<file path="config.mk">
export PLATFORM = sky130hd
export DESIGN_NAME = uart_rx_tx_ring_buffers
export DESIGN_NICKNAME = d
export VERILOG_FILES = /design/src/hdl/urtb_pkg.sv /design/src/hdl/urtb_ram.sv /design/src/hdl/urtb_ctrl.sv /design/src/hdl/urtb_dp.sv /design/src/hdl/uart_rx_tx_ring_buffers.sv
export SDC_FILE = /design/constraint.sdc
export NUM_CORES = 1
export LEC_CHECK = 0
export BUFFER_PORTS_ARGS = -buffer_cell sky130_fd_sc_hd__buf_2
export CAP_MARGIN = 30
export CORE_MARGIN = 2
export CORE_UTILIZATION = 55
export CTS_CLUSTER_SIZE = 8
export DETAILED_ROUTE_END_ITERATION = 6
export PLACE_DENSITY = 0.82
export SLEW_MARGIN = 0
export SYNTH_ARGS = -nofsm -noshare
export SYNTH_HDL_FRONTEND = slang
export SYNTH_HIERARCHICAL = 1
export SYNTH_SLANG_ARGS = --single-unit
export TNS_END_PERCENT = 50
</file>
<file path="constraint.sdc">
create_clock -name i_clk -period 3.66 [get_ports i_clk]
set_clock_uncertainty 0.1 [all_clocks]
set_input_delay 0.366 -clock i_clk [delete_from_list [all_inputs] [get_ports i_clk]]
set_output_delay 0.366 -clock i_clk [all_outputs]
set_load 0.005 [all_outputs]
</file>
<file path="src/hdl/urtb_pkg.sv">
`timescale 1ns / 1ps
// ----------------------------------------------------------------------------
// urtb_pkg
// Shared types for the uart receive/transmit ring buffer block.
// ----------------------------------------------------------------------------
package urtb_pkg;

    // event codes carried on the command field
    typedef enum logic [1:0] {
        CMD_RX_BYTE   = 2'd0,
        CMD_CPU_READ  = 2'd1,
        CMD_CPU_WRITE = 2'd2,
        CMD_TX_DONE   = 2'd3
    } t_cmd;

    typedef enum logic {
        ST_IDLE = 1'b0,
        ST_LOAD = 1'b1
    } t_state;

    // controller to datapath commands
    typedef struct packed {
        logic take;   // input transaction accepted this cycle
        logic load;   // move pending result into the output register
    } t_ctl;

endpackage

</file>
<file path="src/hdl/urtb_ram.sv">
`timescale 1ns / 1ps
// ----------------------------------------------------------------------------
// urtb_ram
// Simple dual-port RAM: one write port, one read port with registered data.
// ----------------------------------------------------------------------------
module urtb_ram #(
    parameter int WIDTH = 8,
    parameter int DEPTH = 16
) (
    input  logic                     i_clk,
    input  logic                     i_wr_en,
    input  logic [$clog2(DEPTH)-1:0] i_wr_addr,
    input  logic [WIDTH-1:0]         i_wr_data,
    input  logic                     i_rd_en,
    input  logic [$clog2(DEPTH)-1:0] i_rd_addr,
    output logic [WIDTH-1:0]         o_rd_data
);

    logic [WIDTH-1:0] r_mem [DEPTH];
    logic [WIDTH-1:0] r_rd_data;

    always_ff @(posedge i_clk) begin
        if (i_wr_en) begin
            r_mem[i_wr_addr] <= i_wr_data;
        end
        // read data holds until the next read
        if (i_rd_en) begin
            r_rd_data <= r_mem[i_rd_addr];
        end
    end

    assign o_rd_data = r_rd_data;

endmodule

</file>
<file path="src/hdl/urtb_ctrl.sv">
`timescale 1ns / 1ps
// ----------------------------------------------------------------------------
// urtb_ctrl
// Handshake controller: accepts one event, then loads its result once the
// output register is free.
// ----------------------------------------------------------------------------
module urtb_ctrl (
    input  logic          i_clk,
    input  logic          i_rst_n,
    input  logic          i_in_valid,
    output logic          o_in_ready,
    output logic          o_out_valid,
    input  logic          i_out_ready,
    output urtb_pkg::t_ctl o_ctl
);
    import urtb_pkg::*;

    t_state r_state, n_state;
    logic   r_out_valid, n_out_valid;

    always_ff @(posedge i_clk) begin
        if (!i_rst_n) begin
            r_state     <= ST_IDLE;
            r_out_valid <= 1'b0;
        end else begin
            r_state     <= n_state;
            r_out_valid <= n_out_valid;
        end
    end

    always_comb begin
        n_state     = r_state;
        o_in_ready  = 1'b0;
        o_ctl       = '0;
        n_out_valid = r_out_valid && !i_out_ready;
        unique case (r_state)
            ST_IDLE: begin
                o_in_ready = 1'b1;
                if (i_in_valid) begin
                    o_ctl.take = 1'b1;
                    n_state    = ST_LOAD;
                end
            end
            ST_LOAD: begin
                // wait for the ram read and a free output register
                if (!r_out_valid || i_out_ready) begin
                    o_ctl.load  = 1'b1;
                    n_out_valid = 1'b1;
                    n_state     = ST_IDLE;
                end
            end
            default: begin
                n_state = ST_IDLE;
            end
        endcase
    end

    assign o_out_valid = r_out_valid;

endmodule

</file>
<file path="src/hdl/urtb_dp.sv">
`timescale 1ns / 1ps
// ----------------------------------------------------------------------------
// urtb_dp
// Ring buffer datapath: receive and transmit stores, head and tail indices,
// busy flag, overflow counter and the result register.
// ----------------------------------------------------------------------------
module urtb_dp #(
    parameter int RX_DEPTH = 16,
    parameter int TX_DEPTH = 16
) (
    input  logic           i_clk,
    input  logic           i_rst_n,
    input  urtb_pkg::t_ctl i_ctl,
    input  logic [1:0]     i_cmd,
    input  logic [7:0]     i_data,
    output logic [7:0]     o_read_data,
    output logic           o_read_empty,
    output logic           o_write_refused,
    output logic           o_send_valid,
    output logic [7:0]     o_send_data,
    output logic [3:0]     o_rx_count,
    output logic [3:0]     o_tx_count,
    output logic [3:0]     o_tx_free,
    output logic [7:0]     o_overflow_count,
    output logic           o_tx_busy
);
    import urtb_pkg::*;

    localparam int RIW = $clog2(RX_DEPTH);
    localparam int TIW = $clog2(TX_DEPTH);

    logic [RIW-1:0] r_rx_head, n_rx_head, r_rx_tail, n_rx_tail;
    logic [TIW-1:0] r_tx_head, n_tx_head, r_tx_tail, n_tx_tail;
    logic           r_busy, n_busy;
    logic [7:0]     r_ovf, n_ovf;

    // pending result flags for the event in flight
    logic       r_p_empty, n_p_empty;
    logic       r_p_read_ok, n_p_read_ok;
    logic       r_p_refused, n_p_refused;
    logic       r_p_direct, n_p_direct;
    logic       r_p_queued, n_p_queued;
    logic [7:0] r_p_data;

    logic [RIW-1:0] rx_tail_nxt, rx_head_nxt;
    logic [TIW-1:0] tx_tail_nxt, tx_head_nxt;
    logic           rx_wr_en, rx_rd_en, tx_wr_en, tx_rd_en;
    logic [7:0]     rx_rd_data, tx_rd_data;
    t_cmd           cmd;

    logic [RIW:0]   rx_diff;
    logic [TIW:0]   tx_diff;
    logic [RIW-1:0] rx_used;
    logic [TIW-1:0] tx_used, tx_free;
    logic [RIW+3:0] rx_used_ext;
    logic [TIW+3:0] tx_used_ext, tx_free_ext;

    logic [7:0] r_o_read_data, r_o_send_data, r_o_ovf;
    logic       r_o_empty, r_o_refused, r_o_send_valid, r_o_busy;
    logic [3:0] r_o_rx_count, r_o_tx_count, r_o_tx_free;

    assign cmd = t_cmd'(i_cmd);

    assign rx_tail_nxt = (r_rx_tail == RIW'(RX_DEPTH - 1)) ? '0 : r_rx_tail + RIW'(1);
    assign rx_head_nxt = (r_rx_head == RIW'(RX_DEPTH - 1)) ? '0 : r_rx_head + RIW'(1);
    assign tx_tail_nxt = (r_tx_tail == TIW'(TX_DEPTH - 1)) ? '0 : r_tx_tail + TIW'(1);
    assign tx_head_nxt = (r_tx_head == TIW'(TX_DEPTH - 1)) ? '0 : r_tx_head + TIW'(1);

    always_comb begin
        n_rx_head   = r_rx_head;
        n_rx_tail   = r_rx_tail;
        n_tx_head   = r_tx_head;
        n_tx_tail   = r_tx_tail;
        n_busy      = r_busy;
        n_ovf       = r_ovf;
        n_p_empty   = 1'b0;
        n_p_read_ok = 1'b0;
        n_p_refused = 1'b0;
        n_p_direct  = 1'b0;
        n_p_queued  = 1'b0;
        rx_wr_en    = 1'b0;
        rx_rd_en    = 1'b0;
        tx_wr_en    = 1'b0;
        tx_rd_en    = 1'b0;
        if (i_ctl.take) begin
            unique case (cmd)
                CMD_RX_BYTE: begin
                    rx_wr_en  = 1'b1;
                    n_rx_tail = rx_tail_nxt;
                    // tail catching the head drops the queued bytes
                    if (rx_tail_nxt == r_rx_head) begin
                        n_ovf = r_ovf + 8'd1;
                    end
                end
                CMD_CPU_READ: begin
                    if (r_rx_tail == r_rx_head) begin
                        n_p_empty = 1'b1;
                    end else begin
                        rx_rd_en    = 1'b1;
                        n_p_read_ok = 1'b1;
                        n_rx_head   = rx_head_nxt;
                    end
                end
                CMD_CPU_WRITE: begin
                    if (tx_tail_nxt == r_tx_head) begin
                        n_p_refused = 1'b1;
                    end else if (!r_busy) begin
                        n_p_direct = 1'b1;
                        n_busy     = 1'b1;
                    end else begin
                        tx_wr_en  = 1'b1;
                        n_tx_tail = tx_tail_nxt;
                    end
                end
                CMD_TX_DONE: begin
                    if (r_tx_tail != r_tx_head) begin
                        tx_rd_en   = 1'b1;
                        n_p_queued = 1'b1;
                        n_tx_head  = tx_head_nxt;
                    end else begin
                        n_busy = 1'b0;
                    end
                end
                default: begin
                    n_busy = r_busy;
                end
            endcase
        end
    end

    always_ff @(posedge i_clk) begin
        if (!i_rst_n) begin
            r_rx_head <= '0;
            r_rx_tail <= '0;
            r_tx_head <= '0;
            r_tx_tail <= '0;
            r_busy    <= 1'b0;
            r_ovf     <= '0;
        end else begin
            r_rx_head <= n_rx_head;
            r_rx_tail <= n_rx_tail;
            r_tx_head <= n_tx_head;
            r_tx_tail <= n_tx_tail;
            r_busy    <= n_busy;
            r_ovf     <= n_ovf;
        end
    end

    always_ff @(posedge i_clk) begin
        if (i_ctl.take) begin
            r_p_empty   <= n_p_empty;
            r_p_read_ok <= n_p_read_ok;
            r_p_refused <= n_p_refused;
            r_p_direct  <= n_p_direct;
            r_p_queued  <= n_p_queued;
            r_p_data    <= i_data;
        end
    end

    urtb_ram #(
        .WIDTH (8),
        .DEPTH (RX_DEPTH)
    ) u_rx_ram (
        .i_clk     (i_clk),
        .i_wr_en   (rx_wr_en),
        .i_wr_addr (r_rx_tail),
        .i_wr_data (i_data),
        .i_rd_en   (rx_rd_en),
        .i_rd_addr (r_rx_head),
        .o_rd_data (rx_rd_data)
    );

    urtb_ram #(
        .WIDTH (8),
        .DEPTH (TX_DEPTH)
    ) u_tx_ram (
        .i_clk     (i_clk),
        .i_wr_en   (tx_wr_en),
        .i_wr_addr (r_tx_tail),
        .i_wr_data (i_data),
        .i_rd_en   (tx_rd_en),
        .i_rd_addr (r_tx_head),
        .o_rd_data (tx_rd_data)
    );

    // occupancy modulo depth, from the indices after the event
    always_comb begin
        rx_diff = {1'b0, r_rx_tail} - {1'b0, r_rx_head};
        if (r_rx_tail < r_rx_head) begin
            rx_diff = rx_diff + (RIW + 1)'(RX_DEPTH);
        end
        tx_diff = {1'b0, r_tx_tail} - {1'b0, r_tx_head};
        if (r_tx_tail < r_tx_head) begin
            tx_diff = tx_diff + (TIW + 1)'(TX_DEPTH);
        end
    end

    assign rx_used     = rx_diff[RIW-1:0];
    assign tx_used     = tx_diff[TIW-1:0];
    assign tx_free     = TIW'(TX_DEPTH - 1) - tx_used;
    assign rx_used_ext = {4'd0, rx_used};
    assign tx_used_ext = {4'd0, tx_used};
    assign tx_free_ext = {4'd0, tx_free};

    always_ff @(posedge i_clk) begin
        if (i_ctl.load) begin
            r_o_read_data  <= r_p_read_ok ? rx_rd_data : 8'd0;
            r_o_empty      <= r_p_empty;
            r_o_refused    <= r_p_refused;
            r_o_send_valid <= r_p_direct || r_p_queued;
            r_o_send_data  <= r_p_direct ? r_p_data : (r_p_queued ? tx_rd_data : 8'd0);
            r_o_rx_count   <= rx_used_ext[3:0];
            r_o_tx_count   <= tx_used_ext[3:0];
            r_o_tx_free    <= tx_free_ext[3:0];
            r_o_ovf        <= r_ovf;
            r_o_busy       <= r_busy;
        end
    end

    assign o_read_data      = r_o_read_data;
    assign o_read_empty     = r_o_empty;
    assign o_write_refused  = r_o_refused;
    assign o_send_valid     = r_o_send_valid;
    assign o_send_data      = r_o_send_data;
    assign o_rx_count       = r_o_rx_count;
    assign o_tx_count       = r_o_tx_count;
    assign o_tx_free        = r_o_tx_free;
    assign o_overflow_count = r_o_ovf;
    assign o_tx_busy        = r_o_busy;

endmodule

</file>
<file path="src/hdl/uart_rx_tx_ring_buffers.sv">
`timescale 1ns / 1ps
// ----------------------------------------------------------------------------
// uart_rx_tx_ring_buffers
// Receive and transmit byte rings between a cpu and a serial line.
// ----------------------------------------------------------------------------
// Each input transaction is one event (line byte received, cpu read, cpu
// write, transmit done) and yields exactly one result transaction carrying
// the read byte or empty flag, the write refusal, any byte handed to the
// transmitter, both ring occupancies, the free transmit places, the wrapping
// receive overflow count and the transmitter busy flag. On acceptance an
// event updates the indices and issues the registered ram read; the load
// state then loads the result register once the output register is free.
// A new event is taken while the previous result still waits, but not
// before the previous event has loaded its result. Each ring holds at
// most depth minus one bytes; a received byte that fills the receive
// ring counts an overflow and leaves it reading as empty.
module uart_rx_tx_ring_buffers #(
    parameter int RX_DEPTH = 16,
    parameter int TX_DEPTH = 16
) (
    input  logic       i_clk,
    input  logic       i_rst_n,
    input  logic       i_in_valid,
    output logic       o_in_ready,
    input  logic [1:0] i_cmd,
    input  logic [7:0] i_data,
    output logic       o_out_valid,
    input  logic       i_out_ready,
    output logic [7:0] o_read_data,
    output logic       o_read_empty,
    output logic       o_write_refused,
    output logic       o_send_valid,
    output logic [7:0] o_send_data,
    output logic [3:0] o_rx_count,
    output logic [3:0] o_tx_count,
    output logic [3:0] o_tx_free,
    output logic [7:0] o_overflow_count,
    output logic       o_tx_busy
);
    import urtb_pkg::*;

    t_ctl ctl;

    urtb_ctrl u_ctrl (
        .i_clk       (i_clk),
        .i_rst_n     (i_rst_n),
        .i_in_valid  (i_in_valid),
        .o_in_ready  (o_in_ready),
        .o_out_valid (o_out_valid),
        .i_out_ready (i_out_ready),
        .o_ctl       (ctl)
    );

    urtb_dp #(
        .RX_DEPTH (RX_DEPTH),
        .TX_DEPTH (TX_DEPTH)
    ) u_dp (
        .i_clk            (i_clk),
        .i_rst_n          (i_rst_n),
        .i_ctl            (ctl),
        .i_cmd            (i_cmd),
        .i_data           (i_data),
        .o_read_data      (o_read_data),
        .o_read_empty     (o_read_empty),
        .o_write_refused  (o_write_refused),
        .o_send_valid     (o_send_valid),
        .o_send_data      (o_send_data),
        .o_rx_count       (o_rx_count),
        .o_tx_count       (o_tx_count),
        .o_tx_free        (o_tx_free),
        .o_overflow_count (o_overflow_count),
        .o_tx_busy        (o_tx_busy)
    );

endmodule
</file>
After elaboration in Yosys (flattened, before gate mapping):

Memory sizes are Yosys's and may differ from the RTL's. A register that Yosys moved wholly into a read port is not among the register bits.
Cells that the tools add are included.

* output and inout port bits: 42
* register bits: 80
* logic and storage cells: 108
* input port bits: 14
* memories: 2
* bits in writable memories: 256

Memory list
* u_dp.u_rx_ram.r_mem: words 16, bits a word 8, read ports 1, clocked after Yosys merged registers in 1, wr ports 1, RTL line urtb_ram.sv:19 `logic [WIDTH-1:0] r_mem [DEPTH];`
* u_dp.u_tx_ram.r_mem: words 16, bits a word 8, read ports 1, clocked after Yosys merged registers in 1, wr ports 1, RTL line urtb_ram.sv:19

* bitwise logic cells: 4
* reduce and logical (&&, ||, !) cells: 14
* eq/ne operators: 13
* mux-type cells: 39
* add/subtract/negate cells: 10
* magnitude comparators: 2

Operators with widths (number)
* $mux W1: 29
* $add A4 B1 Y4 const B: 6
* $mux W4: 6
* $eq A4 B4 Y1 const B: 4
* $mux W8: 2
* $eq A4 B4 Y1: 3
* $reduce_and A3 Y1: 3
* $add A8 B1 Y8 const B: 1
* $lt A4 B4 Y1: 2
* $reduce_and A4 Y1: 2
* $sub A4 B4 Y4: 2
* $eq A2 B2 Y1 const B: 2
* $ne A2 B2 Y1 const B: 2
* $ne A4 B4 Y1: 1
* $not A1 Y1: 4
* $pmux W1 S2: 2
* $sub A4 B4 Y4 const A: 1
* $eq A2 B1 Y1 const B: 1
* $logic_not A1 Y1: 2
* $logic_not A2 Y1: 1
* $logic_or A1 B1 Y1: 2
* $reduce_and A2 Y1: 1
* $reduce_bool A2 Y1: 1
* $reduce_or A2 Y1: 1
* $logic_and A1 B1 Y1: 1

Logic depth before layout (Yosys ltp):

* word-level depth: 8
* gate-level depth with buffers: 8

Cells and area by module:

Netlist, hierarchy kept.

Modules (own cells, without submodules)
* urtb_ram: area each 5227.5 sq um, cells an instance 229, sequential area each 4083.9 sq um, times used 2
* urtb_dp: area each 3462.1 sq um, cells an instance 279, sequential area each 2092.0 sq um, times used 1
* urtb_ctrl: area each 102.6 sq um, cells an instance 9, sequential area each 40.0 sq um, times used 1

Least setup slack after synthesis:

No wires, ideal clock.

* path type: register -> register
* start point: register u_dp.r_tx_tail[1]
* end point: memory u_dp.u_tx_ram.r_mem[0][0], enable pin
* setup time: 383 ps
* path slack: 486 ps
* data arrival time: 2691 ps
* path buffers: 0
* cell stages (with the launch flop): 8
* data required time: 3177 ps
* path through: dfxtp_1 -> ha_1 -> inv_1 -> a311oi_2 -> xor2_2 -> a21oi_2 -> or3b_2 -> nor3_1

* cells in the longest elaborated chain, start to end: 8
* elaborated cells on any way between the ends: 9
* those cells by class: add/sub: 1; eq/ne: 2; mux: 6

Ends and longest elaborated chain
* start, declared: RTL line urtb_dp.sv:33 `logic [TIW-1:0] r_tx_head, n_tx_head, r_tx_tail, n_tx_tail;`
* start signal, assigned: RTL line urtb_dp.sv:143 `r_tx_tail <= n_tx_tail;`
* $add A4 B1 Y4 or $eq A4 B4 Y1 (tied branches): RTL line urtb_dp.sv:66 `assign tx_tail_nxt = (r_tx_tail == TIW'(TX_DEPTH - 1)) ? '0 : r_tx_tail + TIW'(1);`
* $mux W4 *: RTL line urtb_dp.sv:66
* $eq A4 B4 Y1 *: RTL line urtb_dp.sv:105 `if (tx_tail_nxt == r_tx_head) begin`
* $mux W1 *: RTL line urtb_dp.sv:105
* $mux W1 *: RTL line urtb_dp.sv:86 `unique case (cmd)`
* $mux W1 *: RTL line urtb_dp.sv:85 `if (i_ctl.take) begin`
* named net u_dp.tx_wr_en: RTL line urtb_dp.sv:47 `logic rx_wr_en, rx_rd_en, tx_wr_en, tx_rd_en;`
* $mux W1 *: RTL line urtb_ram.sv:23 `if (i_wr_en) begin`
* $mux W1 (implied by the code) *: RTL line urtb_ram.sv:24 `r_mem[i_wr_addr] <= i_wr_data;`
* end, declared: RTL line urtb_ram.sv:19

The timed path passes the listed nets; every way through them passes the cells marked *.

Final worst setup path:

* start point: register u_dp.r_tx_tail[1]
* end point: memory u_dp.u_tx_ram.r_mem[2][1], enable pin

Same word-level chain as after synthesis.

==> results by group <==
Run status
  • Outcome: finished clean

GRT
  • Pin count of the biggest net entering global routing: 41
  • GRT Overall Usage: 22.7%
  • First-pass GRT wire length: 45000 um
  • Vias in the first global route: 7437
  • Initial antenna violation count: 0
  • Grt ovf: 0

Drt
  • DR iter-0 viols: ~930
  • Final ANT Viol Nets: 0
  • DR vias: 7520
  • First-pass iteration count of the detailed router: 5
  • Remaining DRCs: 0
  • Vias per Instance: 6.25
  • DR WL/cell: 24.4 um
  • Final wirelength: 29300 um

Yosys
  • Post-Syn Area: between 0.01 and 0.015 mm2
  • Top cell type's share of synthesized area: 69.6%
  • Synth top cells by count: edfxtp_1, nand2_1, mux4_2, nor2_1, a22oi_1
  • Post-synthesis cell count: 746
  • Largest area contributor in the netlist: edfxtp_1
  • Syn Area/Cell: 18.8 um2
  • Most frequent cell after synthesis: edfxtp_1
  • EDFF count, synth: 325
  • Largest cells by area after synthesis: edfxtp_1, mux4_2, mux4_1, dfxtp_1, a22oi_1
  • Sequential-to-total area share from yosys stat: 73.5%
  • Top FF cell, synth: edfxtp_1
  • Syn nets: 773
  • FFs w/ async S/R, synth: 0%
  • Syn. warnings: 6
  • Seq cells post-synth: roughly 350
  • Synth unique cells: between 60 and 70

Placement
  • DP HPWL: 16200 um
  • Port Buf Inserts: between 50 and 60
  • Gp weighted congestion: 0.868
  • Dpl cell area: 0.0147 mm2

Floorplanning
  • Total Die Area: 0.0268 mm2
  • Core Box Area: 0.0251 mm2
  • Die width: roughly 160 um
  • Top-level port count: 56
  • Die Y-Extent: 164 um
  • # rows: 58
  • Starting Density: 55.8%

Clock tree
  • Post_cts resized: 0
  • Setup bufs post-CTS: 0
  • CTS Root Cell: clkbuf_16
  • Clk sinks: about 350
  • TritonCTS clock tree: done
  • Clk buf depth: 3
  • Clock latency on the worst-skew pair: 0.56 ns
  • Reg clk slew, reported paths: roughly 0.05 ns
  • Cts hold-fix bufs: 0
  • # H-tree levels: 2
  • CTS Buf Count: 49

Setup path
  • Crit Path Category: flip-flop to flip-flop
  • Crit path largest cell delay: 0.56 ns
  • CP Data Required Time: around 3.7 ns
  • WP depth: 7
  • Worst r2r path cells: 7
  • Setup crit end kind: flip-flop
  • CP arrival: 3.46 ns
  • Cell Chain, Critical Path: ha_1 -> inv_1 -> a311oi_2 -> xor2_2 -> a21oi_2 -> or3b_2 -> nor2_1
  • Startpoint types: flip-flop
  • Crit-path leading delay family: simple AND/OR/NAND/NOR gates
  • Slowest CP cell: or3b_2
  • Worst-path maximum fanout: 9
  • Crit path buffers/inverters: 1

Timing
  • RSZ-0062 raised after global routing: false
  • Actual slew at the worst max-slew pin: 1.00 ns
  • Final period demand of the worst path: 3.39 ns
  • Max-Slew Margin vs Limit: between 30% and 40%
  • Final Hold Vio Count: 0
  • Period utilization: between 90% and 100%
  • FMAX: 295 MHz
  • Max Transition Viols Final: 0
  • Final Setup Violations: 0
  • Setup TNS: 0 ns

Hold path
  • Path type of the worst min-delay path: input pin to flip-flop
  • Hold depth: 3

Power
  • Total power: 8.71 mW
  • Pwr dens: 543 mW/mm2
  • Max IR drop VDD: 358 uV
  • Leak Pwr: 5.28 nW

Finish
  • Layout cells sized above 1: 20.8%
  • Area Overhead vs Synth: 14.5%
  • N_diodes: 0
  • Fillers: 1611
  • Nets@finish: 871
  • Design area: approximately 0.016 mm2

Flow run
  • Number of max-cap violations: 0
-- report_power, final --
part	total (mW)	switching, mW	internal, mW
clock	4.09	1.58	2.51
combinational	0.168	0.119	0.0488
sequential	4.45	0.0178	4.44
total	8.71	1.72	6.99
-- layout make-up --
| cell class | count | area (um2) | share of cell area [%] |
|---|---|---|---|
| well taps | 330 | 413 | 2.57 |
| inverters | 23 | 86.3 | 0.538 |
| clock buffers | 78 | 1360 | 8.45 |
| clock inverters | 2 | 36.3 | 0.226 |
| flip-flops and latches | 352 | 10300 | 64.2 |
| multi-input cells | 341 | 3420 | 21.3 |
| repair buffers | 77 | 440 | 2.74 |
-- state kept, by name, summed over array words and instances, names as in the netlist, 4 cells and up --
| name | cells |
|---|---|
| u_dp/o_send_data | 8 |
| u_dp/o_tx_count | 4 |
| u_dp/r_tx_tail | 4 |
| u_dp/o_overflow_count | 8 |
| u_dp/u_rx_ram/r_mem | 128 |
| u_dp/o_tx_free | 4 |
| u_dp/r_p_data | 8 |
| u_dp/r_tx_head | 4 |
| u_dp/r_rx_head | 4 |
| u_dp/r_ovf | 8 |
| u_dp/u_tx_ram/o_rd_data | 8 |
| u_dp/u_tx_ram/r_mem | 128 |
| u_dp/o_read_data | 8 |
| u_dp/u_rx_ram/o_rd_data | 8 |
| u_dp/o_rx_count | 4 |
| u_dp/r_rx_tail | 4 |
-- worst register-to-register path: cells and delay by family (launching register included) --
family	cells	cell delay (ns)
adders and majority gates	1	0.34
and+or+nand+nor	2	1.12
AOI/OAI and AO/OA	2	0.67
DFF	1	0.52
xor gates and xnor gates	1	0.18
buffers and inverters	1	0.10
-- metrics by stage --
stage,worst slack (ns),cells,util (%),hold WS (ns)
after detailed placement,0.397,1123,58.4,0.316
after CTS,0.338,1203,63.9,0.0211
after global placement,0.535,1123,58.4,0.306
final,0.268,1203,63.9,0.0296
after global routing,0.102,1203,63.9,0.0367
after floorplan,0.486,746,-,0.300
-- path summary, 6_finish.rpt --
path	slack (ns)	start	to
max	0.27	u_dp/r_tx_tail[1]	u_dp/u_tx_ram/r_mem[2][1]
min	0.03	i_out_ready	u_ctrl/o_out_valid
max reg2reg	0.27	u_dp/r_tx_tail[1]	u_dp/u_tx_ram/r_mem[2][1]
min reg2reg	0.33	u_dp/r_p_empty	u_dp/o_read_empty
-- layout by cell type, fill, tap and decap left out, types with 5 or more instances in the layout --
cell / synthesis / layout
a21oi_1: 15 / 15
a22o_1: 7 / 7
a22oi_1: 32 / 32
a31oi_1: 5 / 5
and2_1: 13 / 12
buf_2: 11 / 55
buf_4: 2 / 22
clkbuf_1: 5 / 28
clkbuf_16: 0 / 50
dfxtp_1: 27 / 25
edfxtp_1: 325 / 325
ha_1: 11 / 11
inv_1: 22 / 22
mux2i_1: 6 / 6
mux4_1: 28 / 28
mux4_2: 36 / 36
nand2_1: 38 / 38
nand2b_1: 6 / 6
nand3_1: 13 / 13
nor2_1: 36 / 36
nor3_1: 9 / 9
o31ai_1: 5 / 5
or4_1: 5 / 5
xnor2_1: 11 / 11
xor2_1: 7 / 7
-- routing by layer --
layer / GRT usage, % / up-vias / routed length [um]
li1: - / 3227 / -
met1: 31.5 / 3770 / 11600
met2: 36.8 / 465 / 14400
met3: 4.39 / 58 / 2630
met4: 7.10 / 0 / 693
met5: 0 / - / 0
-- cells by family (layout without fill, tap and decap cells) --
kind of cell,Yosys count,after routing,share of synthesized area [%]
fa+ha+maj,13,13,1.27
compound gates,90,90,4.84
buf+inv,53,180,2.16
xor+xnor,19,19,1.24
flops,352,352,73.5
simple gates,149,149,5.57
mux,70,70,11.5
No activity file was read; power rests on OpenSTA's default activity.
